**config.mk**
```make
export PLATFORM = sky130hd
export DESIGN_NAME = multi_track_adsr_envelope
export DESIGN_NICKNAME = d
export VERILOG_FILES = /design/src/rtl/mtae_pkg.sv /design/src/rtl/mtae_ramp.sv /design/src/rtl/multi_track_adsr_envelope.sv
export SDC_FILE = /design/constraint.sdc
export NUM_CORES = 2
export LEC_CHECK = 0
export BUFFER_PORTS_ARGS = -buffer_cell sky130_fd_sc_hd__buf_4
export CAP_MARGIN = 30
export CORE_MARGIN = 2
export CORE_UTILIZATION = 40
export CTS_CLUSTER_DIAMETER = 80
export DETAILED_ROUTE_END_ITERATION = 10
export SYNTH_ARGS = -nofsm -noshare
export SYNTH_HDL_FRONTEND = slang
export SYNTH_SLANG_ARGS = --single-unit
```
**constraint.sdc**
```tcl
create_clock -name clk -period 10.8 [get_ports clk]
set_clock_uncertainty 0.15 [all_clocks]
set_input_delay 2.16 -clock clk [delete_from_list [all_inputs] [get_ports clk]]
set_output_delay 2.16 -clock clk [all_outputs]
set_load 0.05 [all_outputs]
```
**src/rtl/mtae_pkg.sv**
```systemverilog
package mtae_pkg;

    localparam int LEVEL_W = 7;
    localparam int TIME_W  = 32;
    localparam int SPAN_W  = 16;
    localparam int QBITS   = 7;
    localparam int STAGE_W = 3;
    localparam int CMD_W   = 2;
    localparam int TRK_W   = 3;
    localparam int REG_W   = 3;
    localparam int MASK_W  = 8;

    localparam logic [CMD_W-1:0] CMD_TICK    = 2'd0;
    localparam logic [CMD_W-1:0] CMD_TRIGGER = 2'd1;
    localparam logic [CMD_W-1:0] CMD_RELEASE = 2'd2;
    localparam logic [CMD_W-1:0] CMD_RESET   = 2'd3;

    localparam logic [STAGE_W-1:0] STG_IDLE    = 3'd0;
    localparam logic [STAGE_W-1:0] STG_ATTACK  = 3'd1;
    localparam logic [STAGE_W-1:0] STG_DECAY   = 3'd2;
    localparam logic [STAGE_W-1:0] STG_SUSTAIN = 3'd3;
    localparam logic [STAGE_W-1:0] STG_RELEASE = 3'd4;

    localparam logic [REG_W-1:0] REG_ENABLE  = 3'd0;
    localparam logic [REG_W-1:0] REG_ATTACK  = 3'd1;
    localparam logic [REG_W-1:0] REG_DECAY   = 3'd2;
    localparam logic [REG_W-1:0] REG_SUSTAIN = 3'd3;
    localparam logic [REG_W-1:0] REG_RELEASE = 3'd4;
    localparam logic [REG_W-1:0] REG_FLOOR   = 3'd5;
    localparam logic [REG_W-1:0] REG_CEILING = 3'd6;

    localparam logic [MASK_W-1:0]  ENABLE_RST  = 8'd0;
    localparam logic [SPAN_W-1:0]  ATTACK_RST  = 16'd100;
    localparam logic [SPAN_W-1:0]  DECAY_RST   = 16'd200;
    localparam logic [LEVEL_W-1:0] SUSTAIN_RST = 7'd100;
    localparam logic [SPAN_W-1:0]  RELEASE_RST = 16'd300;
    localparam logic [LEVEL_W-1:0] FLOOR_RST   = 7'd0;
    localparam logic [LEVEL_W-1:0] CEILING_RST = 7'd127;

    typedef enum logic [2:0] {
        FSM_IDLE,
        FSM_WALK,
        FSM_CALC,
        FSM_DIV,
        FSM_EMIT,
        FSM_FLUSH
    } fsm_t;

    typedef struct packed {
        logic [LEVEL_W-1:0] diff;
        logic [SPAN_W-1:0]  elapsed;
        logic [SPAN_W-1:0]  span;
    } ramp_req_t;

endpackage

```
**src/rtl/mtae_ramp.sv**
```systemverilog
module mtae_ramp (
    input  logic                             clk,
    input  logic                             rst_n,
    input  logic                             start,
    input  mtae_pkg::ramp_req_t              req,
    output logic                             busy,
    output logic [mtae_pkg::QBITS-1:0]       quot
);

    localparam int PROD_W = mtae_pkg::LEVEL_W + mtae_pkg::SPAN_W;
    localparam int DVS_W  = mtae_pkg::SPAN_W + mtae_pkg::QBITS - 1;
    localparam int CNT_W  = $clog2(mtae_pkg::QBITS + 1);

    logic [PROD_W-1:0]          rem_reg, rem_next;
    logic [DVS_W-1:0]           dvs_reg, dvs_next;
    logic [mtae_pkg::QBITS-1:0] q_reg, q_next;
    logic [CNT_W-1:0]           cnt_reg, cnt_next;
    logic                       busy_reg, busy_next;
    logic                       fits;

    // Restoring division, one quotient bit per cycle, most significant first.
    assign fits = rem_reg >= PROD_W'(dvs_reg);

    always_comb
    begin
        rem_next  = rem_reg;
        dvs_next  = dvs_reg;
        q_next    = q_reg;
        cnt_next  = cnt_reg;
        busy_next = busy_reg;
        if (start)
        begin
            rem_next  = PROD_W'(req.diff) * PROD_W'(req.elapsed);
            dvs_next  = {req.span, {(mtae_pkg::QBITS-1){1'b0}}};
            q_next    = '0;
            cnt_next  = CNT_W'(mtae_pkg::QBITS);
            busy_next = 1'b1;
        end
        else if (busy_reg)
        begin
            if (fits)
            begin
                rem_next = rem_reg - PROD_W'(dvs_reg);
            end
            q_next   = {q_reg[mtae_pkg::QBITS-2:0], fits};
            dvs_next = dvs_reg >> 1;
            cnt_next = cnt_reg - CNT_W'(1);
            if (cnt_reg == CNT_W'(1))
            begin
                busy_next = 1'b0;
            end
        end
    end

    always_ff @(posedge clk or negedge rst_n)
    begin
        if (!rst_n)
        begin
            busy_reg <= 1'b0;
            cnt_reg  <= '0;
        end
        else
        begin
            busy_reg <= busy_next;
            cnt_reg  <= cnt_next;
        end
    end

    always_ff @(posedge clk)
    begin
        rem_reg <= rem_next;
        dvs_reg <= dvs_next;
        q_reg   <= q_next;
    end

    assign busy = busy_reg;
    assign quot = q_reg;

endmodule

```
**src/rtl/multi_track_adsr_envelope.sv**
```systemverilog
// Linear ADSR envelope for up to eight tracks with shared timing and level settings.
// Commands arrive on the slave stream: a tick walks the tracks in ascending order and
// sends one transfer for every enabled, active track whose level changed, the last one
// flagged by tlast; trigger and release send nothing; a track reset sends exactly one
// transfer. A tick visits every track; a track at a fixed level also passes the calc
// and emit states, and a track on a ramp also waits in the division state for the
// serial divider, which forms one quotient bit per cycle. Output back-pressure can
// hold the walk in the emit and flush states.
// Configuration writes are taken at any time but belong between commands.
module multi_track_adsr_envelope #(
    parameter int TRACKS = 8
) (
    input  logic        clk,
    input  logic        rst_n,
    input  logic        s_tvalid,
    output logic        s_tready,
    input  logic [39:0] s_tdata,    // track [2:0], time_ms [34:3], zero [39:35]
    input  logic [1:0]  s_tuser,    // command [1:0]
    output logic        m_tvalid,
    input  logic        m_tready,
    output logic [15:0] m_tdata,    // track_out [2:0], level [9:3], stage_out [12:10], zero
    output logic        m_tlast,
    input  logic        cfg_valid,
    output logic        cfg_ready,
    input  logic [2:0]  cfg_index,
    input  logic [15:0] cfg_data
);

    localparam int NT = (TRACKS < 8) ? TRACKS : 8;
    localparam int IW = (NT > 1) ? $clog2(NT) : 1;
    localparam int LW = mtae_pkg::LEVEL_W;
    localparam int TW = mtae_pkg::TIME_W;
    localparam int SW = mtae_pkg::SPAN_W;
    localparam int GW = mtae_pkg::STAGE_W;
    localparam int KW = mtae_pkg::TRK_W;

    mtae_pkg::fsm_t state_reg, state_next;

    logic [mtae_pkg::MASK_W-1:0] enable_reg, enable_next;
    logic [SW-1:0] attack_reg, attack_next;
    logic [SW-1:0] decay_reg, decay_next;
    logic [LW-1:0] sustain_reg, sustain_next;
    logic [SW-1:0] release_reg, release_next;
    logic [LW-1:0] floor_reg, floor_next;
    logic [LW-1:0] ceiling_reg, ceiling_next;

    logic [GW-1:0] stage_reg [NT];
    logic [GW-1:0] stage_next [NT];
    logic [TW-1:0] start_reg [NT];
    logic [TW-1:0] start_next [NT];
    logic [LW-1:0] sent_reg [NT];
    logic [LW-1:0] sent_next [NT];

    logic [IW-1:0] t_reg, t_next;
    logic [TW-1:0] now_reg, now_next;
    logic [TW-1:0] elapsed_reg, elapsed_next;
    logic          early_reg, early_next;
    logic [LW-1:0] lvl_reg, lvl_next;
    logic [LW-1:0] base_reg, base_next;
    logic          up_reg, up_next;

    logic          pend_valid_reg, pend_valid_next;
    logic [KW-1:0] pend_track_reg, pend_track_next;
    logic [LW-1:0] pend_level_reg, pend_level_next;
    logic [GW-1:0] pend_stage_reg, pend_stage_next;

    logic          m_tvalid_reg, m_tvalid_next;
    logic          m_tlast_reg, m_tlast_next;
    logic [KW-1:0] out_track_reg, out_track_next;
    logic [LW-1:0] out_level_reg, out_level_next;
    logic [GW-1:0] out_stage_reg, out_stage_next;

    logic [KW-1:0] in_track;
    logic [TW-1:0] in_time;
    logic [IW-1:0] idx;
    logic [NT-1:0] en_vec;
    logic [GW-1:0] cur_stage;
    logic [TW-1:0] cur_start;
    logic [TW-1:0] start_eff;
    logic          trk_ok;
    logic          trk_active;
    logic          walk_last;
    logic          out_free;
    logic          emit_change;
    logic          emit_wait;

    logic          calc_ramp;
    logic          calc_move;
    logic [GW-1:0] calc_stage;
    logic [LW-1:0] calc_lvl;
    logic [LW-1:0] calc_base;
    logic          calc_up;
    mtae_pkg::ramp_req_t calc_req;

    logic          ramp_start;
    logic          ramp_busy;
    logic [mtae_pkg::QBITS-1:0] ramp_quot;

    mtae_ramp u_ramp (
        .clk   (clk),
        .rst_n (rst_n),
        .start (ramp_start),
        .req   (calc_req),
        .busy  (ramp_busy),
        .quot  (ramp_quot)
    );

    assign in_track   = s_tdata[KW-1:0];
    assign in_time    = s_tdata[KW+TW-1:KW];
    assign idx        = (state_reg == mtae_pkg::FSM_IDLE) ? IW'(in_track) : t_reg;
    assign en_vec     = enable_reg[NT-1:0];
    assign cur_stage  = stage_reg[idx];
    assign cur_start  = start_reg[idx];
    assign start_eff  = (cur_start == '0) ? now_reg : cur_start;
    assign trk_ok     = {1'b0, in_track} < (KW+1)'(NT);
    assign trk_active = en_vec[idx] && (cur_stage != mtae_pkg::STG_IDLE);
    assign walk_last  = t_reg == IW'(NT - 1);
    assign out_free   = !m_tvalid_reg || m_tready;
    assign emit_change = lvl_reg != sent_reg[idx];
    assign emit_wait  = emit_change && pend_valid_reg && !out_free;

    // Level decision for the stage, made once the elapsed time is registered.
    always_comb
    begin
        calc_ramp  = 1'b0;
        calc_move  = 1'b0;
        calc_stage = cur_stage;
        calc_lvl   = floor_reg;
        calc_base  = floor_reg;
        calc_up    = 1'b1;
        calc_req   = '{diff: '0, elapsed: elapsed_reg[SW-1:0], span: attack_reg};
        if (!early_reg)
        begin
            case (cur_stage)
                mtae_pkg::STG_ATTACK:
                begin
                    if (elapsed_reg >= TW'(attack_reg))
                    begin
                        calc_lvl   = ceiling_reg;
                        calc_move  = 1'b1;
                        calc_stage = mtae_pkg::STG_DECAY;
                    end
                    else if (floor_reg <= ceiling_reg)
                    begin
                        calc_ramp     = 1'b1;
                        calc_req.diff = ceiling_reg - floor_reg;
                    end
                end
                mtae_pkg::STG_DECAY:
                begin
                    if (elapsed_reg >= TW'(decay_reg))
                    begin
                        calc_lvl   = sustain_reg;
                        calc_move  = 1'b1;
                        calc_stage = mtae_pkg::STG_SUSTAIN;
                    end
                    else if (sustain_reg > ceiling_reg)
                    begin
                        calc_lvl = sustain_reg;
                    end
                    else
                    begin
                        calc_ramp     = 1'b1;
                        calc_base     = ceiling_reg;
                        calc_up       = 1'b0;
                        calc_req.diff = ceiling_reg - sustain_reg;
                        calc_req.span = decay_reg;
                    end
                end
                mtae_pkg::STG_SUSTAIN:
                begin
                    calc_lvl = sustain_reg;
                end
                mtae_pkg::STG_RELEASE:
                begin
                    if (elapsed_reg >= TW'(release_reg))
                    begin
                        calc_move  = 1'b1;
                        calc_stage = mtae_pkg::STG_IDLE;
                    end
                    else if (floor_reg <= sustain_reg)
                    begin
                        calc_ramp     = 1'b1;
                        calc_base     = sustain_reg;
                        calc_up       = 1'b0;
                        calc_req.diff = sustain_reg - floor_reg;
                        calc_req.span = release_reg;
                    end
                end
                default:
                begin
                    calc_lvl = floor_reg;
                end
            endcase
        end
    end

    always_comb
    begin
        state_next = state_reg;
        case (state_reg)
            mtae_pkg::FSM_IDLE:
            begin
                if (s_tvalid)
                begin
                    if (s_tuser == mtae_pkg::CMD_TICK)
                    begin
                        state_next = mtae_pkg::FSM_WALK;
                    end
                    else if (s_tuser == mtae_pkg::CMD_RESET && trk_ok)
                    begin
                        state_next = mtae_pkg::FSM_FLUSH;
                    end
                end
            end
            mtae_pkg::FSM_WALK:
            begin
                if (trk_active)
                begin
                    state_next = mtae_pkg::FSM_CALC;
                end
                else if (walk_last)
                begin
                    state_next = mtae_pkg::FSM_FLUSH;
                end
            end
            mtae_pkg::FSM_CALC:
            begin
                state_next = calc_ramp ? mtae_pkg::FSM_DIV : mtae_pkg::FSM_EMIT;
            end
            mtae_pkg::FSM_DIV:
            begin
                if (!ramp_busy)
                begin
                    state_next = mtae_pkg::FSM_EMIT;
                end
            end
            mtae_pkg::FSM_EMIT:
            begin
                if (!emit_wait)
                begin
                    state_next = walk_last ? mtae_pkg::FSM_FLUSH : mtae_pkg::FSM_WALK;
                end
            end
            mtae_pkg::FSM_FLUSH:
            begin
                if (!pend_valid_reg || out_free)
                begin
                    state_next = mtae_pkg::FSM_IDLE;
                end
            end
            default:
            begin
                state_next = mtae_pkg::FSM_IDLE;
            end
        endcase
    end

    always_comb
    begin
        enable_next     = enable_reg;
        attack_next     = attack_reg;
        decay_next      = decay_reg;
        sustain_next    = sustain_reg;
        release_next    = release_reg;
        floor_next      = floor_reg;
        ceiling_next    = ceiling_reg;
        stage_next      = stage_reg;
        start_next      = start_reg;
        sent_next       = sent_reg;
        t_next          = t_reg;
        now_next        = now_reg;
        elapsed_next    = elapsed_reg;
        early_next      = early_reg;
        lvl_next        = lvl_reg;
        base_next       = base_reg;
        up_next         = up_reg;
        pend_valid_next = pend_valid_reg;
        pend_track_next = pend_track_reg;
        pend_level_next = pend_level_reg;
        pend_stage_next = pend_stage_reg;
        m_tvalid_next   = m_tvalid_reg;
        m_tlast_next    = m_tlast_reg;
        out_track_next  = out_track_reg;
        out_level_next  = out_level_reg;
        out_stage_next  = out_stage_reg;
        ramp_start      = 1'b0;

        if (m_tvalid_reg && m_tready)
        begin
            m_tvalid_next = 1'b0;
        end

        if (cfg_valid)
        begin
            case (cfg_index)
                mtae_pkg::REG_ENABLE:  enable_next  = cfg_data[mtae_pkg::MASK_W-1:0];
                mtae_pkg::REG_ATTACK:  attack_next  = cfg_data;
                mtae_pkg::REG_DECAY:   decay_next   = cfg_data;
                mtae_pkg::REG_SUSTAIN: sustain_next = cfg_data[LW-1:0];
                mtae_pkg::REG_RELEASE: release_next = cfg_data;
                mtae_pkg::REG_FLOOR:   floor_next   = cfg_data[LW-1:0];
                mtae_pkg::REG_CEILING: ceiling_next = cfg_data[LW-1:0];
                default:               enable_next  = enable_reg;
            endcase
        end

        case (state_reg)
            mtae_pkg::FSM_IDLE:
            begin
                if (s_tvalid)
                begin
                    if (s_tuser == mtae_pkg::CMD_TICK)
                    begin
                        now_next = in_time;
                        t_next   = '0;
                    end
                    else if (trk_ok)
                    begin
                        case (s_tuser)
                            mtae_pkg::CMD_TRIGGER:
                            begin
                                if (en_vec[idx])
                                begin
                                    stage_next[idx] = mtae_pkg::STG_ATTACK;
                                    start_next[idx] = '0;
                                end
                            end
                            mtae_pkg::CMD_RELEASE:
                            begin
                                if (en_vec[idx] && cur_stage != mtae_pkg::STG_IDLE
                                    && cur_stage != mtae_pkg::STG_RELEASE)
                                begin
                                    stage_next[idx] = mtae_pkg::STG_RELEASE;
                                    start_next[idx] = '0;
                                end
                            end
                            default:
                            begin
                                stage_next[idx] = mtae_pkg::STG_IDLE;
                                start_next[idx] = '0;
                                sent_next[idx]  = floor_reg;
                                pend_valid_next = 1'b1;
                                pend_track_next = in_track;
                                pend_level_next = floor_reg;
                                pend_stage_next = mtae_pkg::STG_IDLE;
                            end
                        endcase
                    end
                end
            end
            mtae_pkg::FSM_WALK:
            begin
                if (trk_active)
                begin
                    if (cur_start == '0)
                    begin
                        start_next[idx] = now_reg;
                    end
                    elapsed_next = now_reg - start_eff;
                    early_next   = now_reg < start_eff;
                end
                else if (!walk_last)
                begin
                    t_next = t_reg + IW'(1);
                end
            end
            mtae_pkg::FSM_CALC:
            begin
                lvl_next  = calc_lvl;
                base_next = calc_base;
                up_next   = calc_up;
                if (calc_move)
                begin
                    stage_next[idx] = calc_stage;
                    start_next[idx] = now_reg;
                end
                ramp_start = calc_ramp;
            end
            mtae_pkg::FSM_DIV:
            begin
                if (!ramp_busy)
                begin
                    lvl_next = up_reg ? base_reg + ramp_quot : base_reg - ramp_quot;
                end
            end
            mtae_pkg::FSM_EMIT:
            begin
                if (!emit_wait)
                begin
                    if (emit_change)
                    begin
                        if (pend_valid_reg)
                        begin
                            m_tvalid_next  = 1'b1;
                            m_tlast_next   = 1'b0;
                            out_track_next = pend_track_reg;
                            out_level_next = pend_level_reg;
                            out_stage_next = pend_stage_reg;
                        end
                        sent_next[idx]  = lvl_reg;
                        pend_valid_next = 1'b1;
                        pend_track_next = KW'(t_reg);
                        pend_level_next = lvl_reg;
                        pend_stage_next = cur_stage;
                    end
                    if (!walk_last)
                    begin
                        t_next = t_reg + IW'(1);
                    end
                end
            end
            mtae_pkg::FSM_FLUSH:
            begin
                if (pend_valid_reg && out_free)
                begin
                    m_tvalid_next   = 1'b1;
                    m_tlast_next    = 1'b1;
                    out_track_next  = pend_track_reg;
                    out_level_next  = pend_level_reg;
                    out_stage_next  = pend_stage_reg;
                    pend_valid_next = 1'b0;
                end
            end
            default:
            begin
                t_next = t_reg;
            end
        endcase
    end

    always_ff @(posedge clk or negedge rst_n)
    begin
        if (!rst_n)
        begin
            state_reg      <= mtae_pkg::FSM_IDLE;
            enable_reg     <= mtae_pkg::ENABLE_RST;
            attack_reg     <= mtae_pkg::ATTACK_RST;
            decay_reg      <= mtae_pkg::DECAY_RST;
            sustain_reg    <= mtae_pkg::SUSTAIN_RST;
            release_reg    <= mtae_pkg::RELEASE_RST;
            floor_reg      <= mtae_pkg::FLOOR_RST;
            ceiling_reg    <= mtae_pkg::CEILING_RST;
            for (int i = 0; i < NT; i++)
            begin
                stage_reg[i] <= mtae_pkg::STG_IDLE;
                start_reg[i] <= '0;
                sent_reg[i]  <= '0;
            end
            t_reg          <= '0;
            pend_valid_reg <= 1'b0;
            m_tvalid_reg   <= 1'b0;
        end
        else
        begin
            state_reg      <= state_next;
            enable_reg     <= enable_next;
            attack_reg     <= attack_next;
            decay_reg      <= decay_next;
            sustain_reg    <= sustain_next;
            release_reg    <= release_next;
            floor_reg      <= floor_next;
            ceiling_reg    <= ceiling_next;
            stage_reg      <= stage_next;
            start_reg      <= start_next;
            sent_reg       <= sent_next;
            t_reg          <= t_next;
            pend_valid_reg <= pend_valid_next;
            m_tvalid_reg   <= m_tvalid_next;
        end
    end

    always_ff @(posedge clk)
    begin
        now_reg        <= now_next;
        elapsed_reg    <= elapsed_next;
        early_reg      <= early_next;
        lvl_reg        <= lvl_next;
        base_reg       <= base_next;
        up_reg         <= up_next;
        pend_track_reg <= pend_track_next;
        pend_level_reg <= pend_level_next;
        pend_stage_reg <= pend_stage_next;
        m_tlast_reg    <= m_tlast_next;
        out_track_reg  <= out_track_next;
        out_level_reg  <= out_level_next;
        out_stage_reg  <= out_stage_next;
    end

    assign s_tready  = state_reg == mtae_pkg::FSM_IDLE;
    assign cfg_ready = 1'b1;
    assign m_tvalid  = m_tvalid_reg;
    assign m_tlast   = m_tlast_reg;
    assign m_tdata   = {3'b000, out_stage_reg, out_level_reg, out_track_reg};

    // A held result never survives the return to idle.
    a_no_pend_in_idle: assert property (@(posedge clk) disable iff (!rst_n)
        state_reg == mtae_pkg::FSM_IDLE |-> !pend_valid_reg)
        else $error("pending result left behind in idle");

    // The divider only runs while the walk waits for it.
    a_div_owned: assert property (@(posedge clk) disable iff (!rst_n)
        ramp_busy |-> state_reg == mtae_pkg::FSM_DIV)
        else $error("divider busy outside of the division state");

    // A divider start always leads into the division state.
    a_div_start: assert property (@(posedge clk) disable iff (!rst_n)
        ramp_start |=> ramp_busy && state_reg == mtae_pkg::FSM_DIV)
        else $error("divider start not followed by division");

endmodule

```
# [After elaboration in Yosys (flattened, before gate mapping)]
# Index checks and enable logic that the tools add are counted.
# W data, S select, Z words.
[op_classes] n_addsub=9 multipliers=1 magnitude_cmp=11 n_eq_ne=40 muxes=175 bitwise_logic=11 n_reduce_logical=45
[ops] cell="$mux W256" count=7
[ops] cell="$pmux W256 S3" count=1
[ops] cell="$pmux W256 S2" count=1
[ops] cell="$mux W56" count=5
[ops] cell="$and A256 B256 Y256" count=1
[ops] cell="$bwmux W256" count=1
[ops] cell="$not A256 Y256" count=1
[ops] cell="$mux W7" count=30
[ops] cell="$mux W3" count=43
[ops] cell="$mux W32" count=4
[ops] cell="$mux W24" count=5
[ops] cell="$bwmux W56" count=2
[ops] cell="$pmux W56 S2" count=1
[ops] cell="$bmux W32 S3" count=1
[ops] cell="$demux W32 S3" count=1
[ops] cell="$ge A32 B16 Y1" count=3
[ops] cell="$pmux W24 S2" count=2
[ops] cell="$mux W16" count=5
[ops] cell="$mux W23" count=3
[ops] cell="$pmux W7 S2" count=4
[ops] cell="$mux W22" count=2
[ops] cell="$pmux W7 S3" count=2
[ops] cell="$mux W1" count=35
[ops] cell="$and A16 B16 Y16" count=2
[ops] cell="56 further kinds" count=130
[word_totals] register_bits=584 inputBits=66 output_inout_bits=20

# [Longest topological paths before layout]
[logic_depth] ltp_word=14 ltp_mapped=34 ltp_nobuf=31

# [Hierarchy]
# Synthesis repeated with hierarchy kept, for this count alone.
[hier_totals] hier_cells=3348 hier_area_um2=36019.5
[by_module_without_submodules] mod="multi_track_adsr_envelope" n_inst=1 cells_each=2585 area_per_inst_um2=28990.3
[by_module_without_submodules] mod="mtae_ramp" n_inst=1 cells_each=763 area_per_inst_um2=7029.2

# [Worst setup path after synthesis]
# OpenSTA, ideal clock, no wires.
[synth_path] path_kind="in2reg" startpoint="in s_tdata[1]" endpoint="reg u_ramp.rem_reg[22] (data pin)" arrival_time_ns=9.130 required_ns=10.390 path_slack_ns=1.260 cell_stages=30 path_cell_list="or4b_2 -> clkbuf_1 -> o211ai_1 -> o221ai_1 -> a211oi_1 -> clkbuf_1 -> nor3_1 -> and3_1 -> clkbuf_1 -> a222oi_1 -> nor2_1 -> clkbuf_1 -> and2_1 -> fa_1 -> fa_1 -> fa_1 -> inv_1 -> fa_1 -> inv_1 -> ha_1 -> a21o_1 -> a21o_1 -> a21oi_1 -> o211ai_1 -> nand3_1 -> nand2_1 -> or4_1 -> nand2_1 -> a211oi_1 -> mux2_2"
[synth_between] elab_chain_len=10 word_cells_on_any_way=15 cone_classes="1 x mul; 3 x eq/ne; 10 x mux; 1 x bitwise"
[synth_rtl] element="start: declaration" line_no="multi_track_adsr_envelope.sv:17" text="input logic [39:0] s_tdata,"
[synth_rtl] element="$mux W3 (*)" line_no="multi_track_adsr_envelope.sv:110" text="assign idx = (state_reg == mtae_pkg::FSM_IDLE) ? IW'(in_track) : t_reg;"
[synth_rtl] element="$not A3 Y4 (implied by the code) (*)" line_no="multi_track_adsr_envelope.sv:112" text="assign cur_stage = stage_reg[idx];"
[synth_rtl] element="$bmux W3 S3 (*)" line_no="multi_track_adsr_envelope.sv:112"
[synth_rtl] element="$mux W3 (implied by the code) (*) (2 in a row)" line_no="multi_track_adsr_envelope.sv:112"
[synth_rtl] element="$eq A3 B3 Y1, or another cell as far along" line_no="multi_track_adsr_envelope.sv:134" text="case (cur_stage)"
[synth_rtl] element="$pmux W7 S3 or $pmux W1 S3 (tied branches)" line_no="multi_track_adsr_envelope.sv:134"
[synth_rtl] element="$mux W7 or $mux W1 (tied branches)" line_no="multi_track_adsr_envelope.sv:132" text="if (!early_reg)"
[synth_rtl] element="$mul A7 B16 Y23 or $mux W1 (tied branches)" line_no="mtae_ramp.sv:33, multi_track_adsr_envelope.sv:308"
[synth_rtl] element="$mux W23 (*)" line_no="mtae_ramp.sv:31" text="if (start)"
[synth_rtl] element="net u_ramp.rem_next[22]" line_no="mtae_ramp.sv:14" text="logic [PROD_W-1:0] rem_reg, rem_next;"
[synth_rtl] element="end signal: assignment" line_no="mtae_ramp.sv:71" text="rem_reg <= rem_next;"
[synth_rtl] element="end: declaration" line_no="mtae_ramp.sv:14"
# Mark *: on every way through the listed nets, which the timed path passes. The rest lies on a longest branch. The select of a mux whose other input is x is not followed.
# A chain may end at the register's enable or synchronous reset.

# [Worst setup path after layout]
# Ends and elaborated chain as after synthesis.

==> run summary <==
Setup TNS Final - 0 ps
initial antenna violation count - 0
CTS Buf Count - 71
ant diodes - 0
Final ANT Viol Nets - 0
HP Class - reg -> reg
# nets final - 3,676
Longest Clk Path Bufs - 3
largest net degree at the start of global routing - 151
CTS resizes - 0
hold wc startpoint - pend_level_reg[6]$_DFFE_PP_
Slowest-stage cell, CP - or4b_2
Synth Instances - 3,308
Clock transition at path regs - 60 ps
synth unique cells - 90
RSZ-0062 raised after global routing - no
Reg2Reg Setup Slack - 1770 ps
cell area after placement - 38,330 um^2
wire length per cell - 22.61 um
via/cell ratio - 5.654
part of the Yosys area used for sequential elements - 0.4202
Hold Buf Count CTS - 0
total number of vias - 25.94k
first-pass detailed-route iteration total - 7
First DRT Iteration DRCs - 1,965
Starting Density - 0.4040
crit path time final - 9598 ps
Largest stage delay, worst path - 680 ps
fin area - 40,640 um^2
Worst-Skew Late Latency - 630 ps
placed cells - 4,458
die area - 93,480 um^2
Overflow after GRT - 0
Die H - 305.8 um
setup slack after layout - 1202 ps
CTS tree - yes
Synth area leaders - dfrtp_1 (28%), edfxtp_1 (12%), mux2_4 (10%)
H-tree depth - 3
Largest register FFs - 256
status - finished clean
Post-synth EDFFs - 146
CORE AREA - 90,150 um^2
Max Cap Viol - 0
mean area per synthesized cell - 11.01 um^2
Relative slew margins - 0.3066
final non-filler cell total - 4,588
cell mode on critical path - fa_1
Worst Setup End Kind - flop
RR Startpoint - state_reg[0]$_DFFE_PN0P_
Peak VDD IR - 0.1225 mV
vias in the first global route - 26.32k
hold path depth - 0
Hold Crit Endpoint - out_level_reg[6]$_DFFE_PP_
port bufs - 76
Die Wd - 305.8 um
FFs w/ async S/R, synth - 0.7277
worst r2r path cells - 29
Post-route DRC - 0
DPL Wire Length - 72.15 mm
Crit Path Category - in -> reg
first-pass GRT wire length - 160.5 mm
leak pwr - 0.01857 uW
most common cell after layout, fill and taps aside - dfrtp_1
Synth Register Bits - 584
area share of the largest cell type after synthesis - 0.2783
Setup-failing EPs final - 0
CP arrival - 9830 ps
RD Place Congestion - 0.8630
Worst-Margin Slew - 1034 ps
most frequent cells in the layout - dfrtp_1 (405), mux2_4 (242), inv_1 (214)
share of cells above drive strength 1 - 0.2046
I/O Pins - 86
area of the mapped netlist - 36,420 um^2
CTS root buf - clkbuf_16
Fmax - 104.2 MHz
P&R area growth vs syn - 11.58%
Primary FF master, synth - dfrtp_1
max-slew violation count - 0
Site Rows - 110
fin crit share - 0.8887
Pwr per Cell Area - 257.7 nW/um^2
Place WS - 593.6 ps
Post-CTS Setup Bufs - 0
Sinks on Clock Net - 584
total routed wirelength - 103.7 mm
Startpoint Class - input pin
Finished Core Util - 0.4508
CP Data Required Time - 11,030 ps
Synthesis Warnings - 0
Reg-to-Reg End - u_ramp.rem_reg[22]$_DFFE_PP_
post-synth top area cell - dfrtp_1
critical path fanouts, max - 22
gr usage total - 0.2214
final hold vios - 0
-- layer usage --
layer	vias to the layer above	track usage	wire length [um]
li1	12050	-	-
met1	12980	0.2933	46010
met2	714	0.3735	49760
met3	196	0.02517	4498
met4	0	0.08042	3450
met5	-	0	0
-- worst max-delay path by stage --
stage	start	cells after the start	endpoint
finish	s_tdata[1]	28	u_ramp.rem_reg[22]$_DFFE_PP_
global route	s_tdata[1]	28	u_ramp.rem_reg[22]$_DFFE_PP_
CTS	s_tdata[1]	28	u_ramp.rem_reg[22]$_DFFE_PP_
detailed placement	s_tdata[1]	28	u_ramp.rem_reg[22]$_DFFE_PP_
global placement	s_tdata[1]	28	u_ramp.rem_reg[22]$_DFFE_PP_
floorplan	s_tdata[1]	30	u_ramp.rem_reg[22]$_DFFE_PP_
-- stage by stage --
| step | power [uW] | hold slack (ps) |
|---|---|---|
| after floorplan | 6518 | 250.3 |
| final | 10470 | 269.5 |
| after detailed placement | 8062 | 254.5 |
| after global routing | 11030 | 279.5 |
| after global placement | 7998 | 255.6 |
| after CTS | 10470 | 272.3 |
-- logic make-up (layout without fill, tap and decap cells) --
kind of cell / count (synthesis) / count (layout) / share of synthesized area
buffers and inverters: 398 / 500 / 0.04730
adder cells (fa/ha/maj): 254 / 254 / 0.1027
AO/OA/AOI/OAI: 756 / 756 / 0.1362
AND/OR/NAND/NOR: 782 / 782 / 0.1125
XOR/XNOR: 99 / 99 / 0.02381
other: 2 / 4 / 0.0002062
flip-flops: 584 / 584 / 0.4202
multiplexers: 433 / 433 / 0.1570
-- power breakdown --
part           leakage (uW)  internal (uW)  switching (uW)
combinational        0.0105           1910            2710
clock               0.00111           1390             979
sequential          0.00699           3020             471
total                0.0186           6310            4160
-- synth_stat cells, drive strengths merged, types with 12 or more instances --
cell and instances:
nand2 211, nor3 50, nand3 88, o21ai 196
o211ai 16, mux2 371, nor2b 23, a221oi 26
dfstp 20, a21boi 23, a21oi 184, clkbuf 130
nor2 131, and3 31, dfrtp 405, nand2b 25
nor4 20, edfxtp 146, nand4 24, ha 179
mux2i 61, or4 12, and2 111, a222oi 12
o21a 13, xnor2 65, inv 214, a31oi 16
o21bai 13, a21o 43, a22oi 50, xor2 34
buf 53, fa 75, o31ai 13, o22ai 12
a2bb2oi 17, a211oi 23, dfxtp 13, a22o 19
-- cell type report --
type                            instances  area, um^2
Tap cell                             1176        1471
Multi-Input combinational cell       2328       19520
Clock inverter                         23       210.2
Clock buffer                          106        2082
Sequential cell                       584       15300
Timing Repair Buffer                  156        1247
Fill cell                            8397       49510
Inverter                              215       807.0
-- worst max-delay path, delay by kind of cell --
family,cells,cell delay [ps]
multiplexers,1,270
AO/OA/AOI/OAI,9,1780
buffers and inverters,4,580
AND/OR/NAND/NOR,9,2810
adder cells (fa/ha/maj),5,2230
No activity file was read; power rests on OpenSTA's default activity.
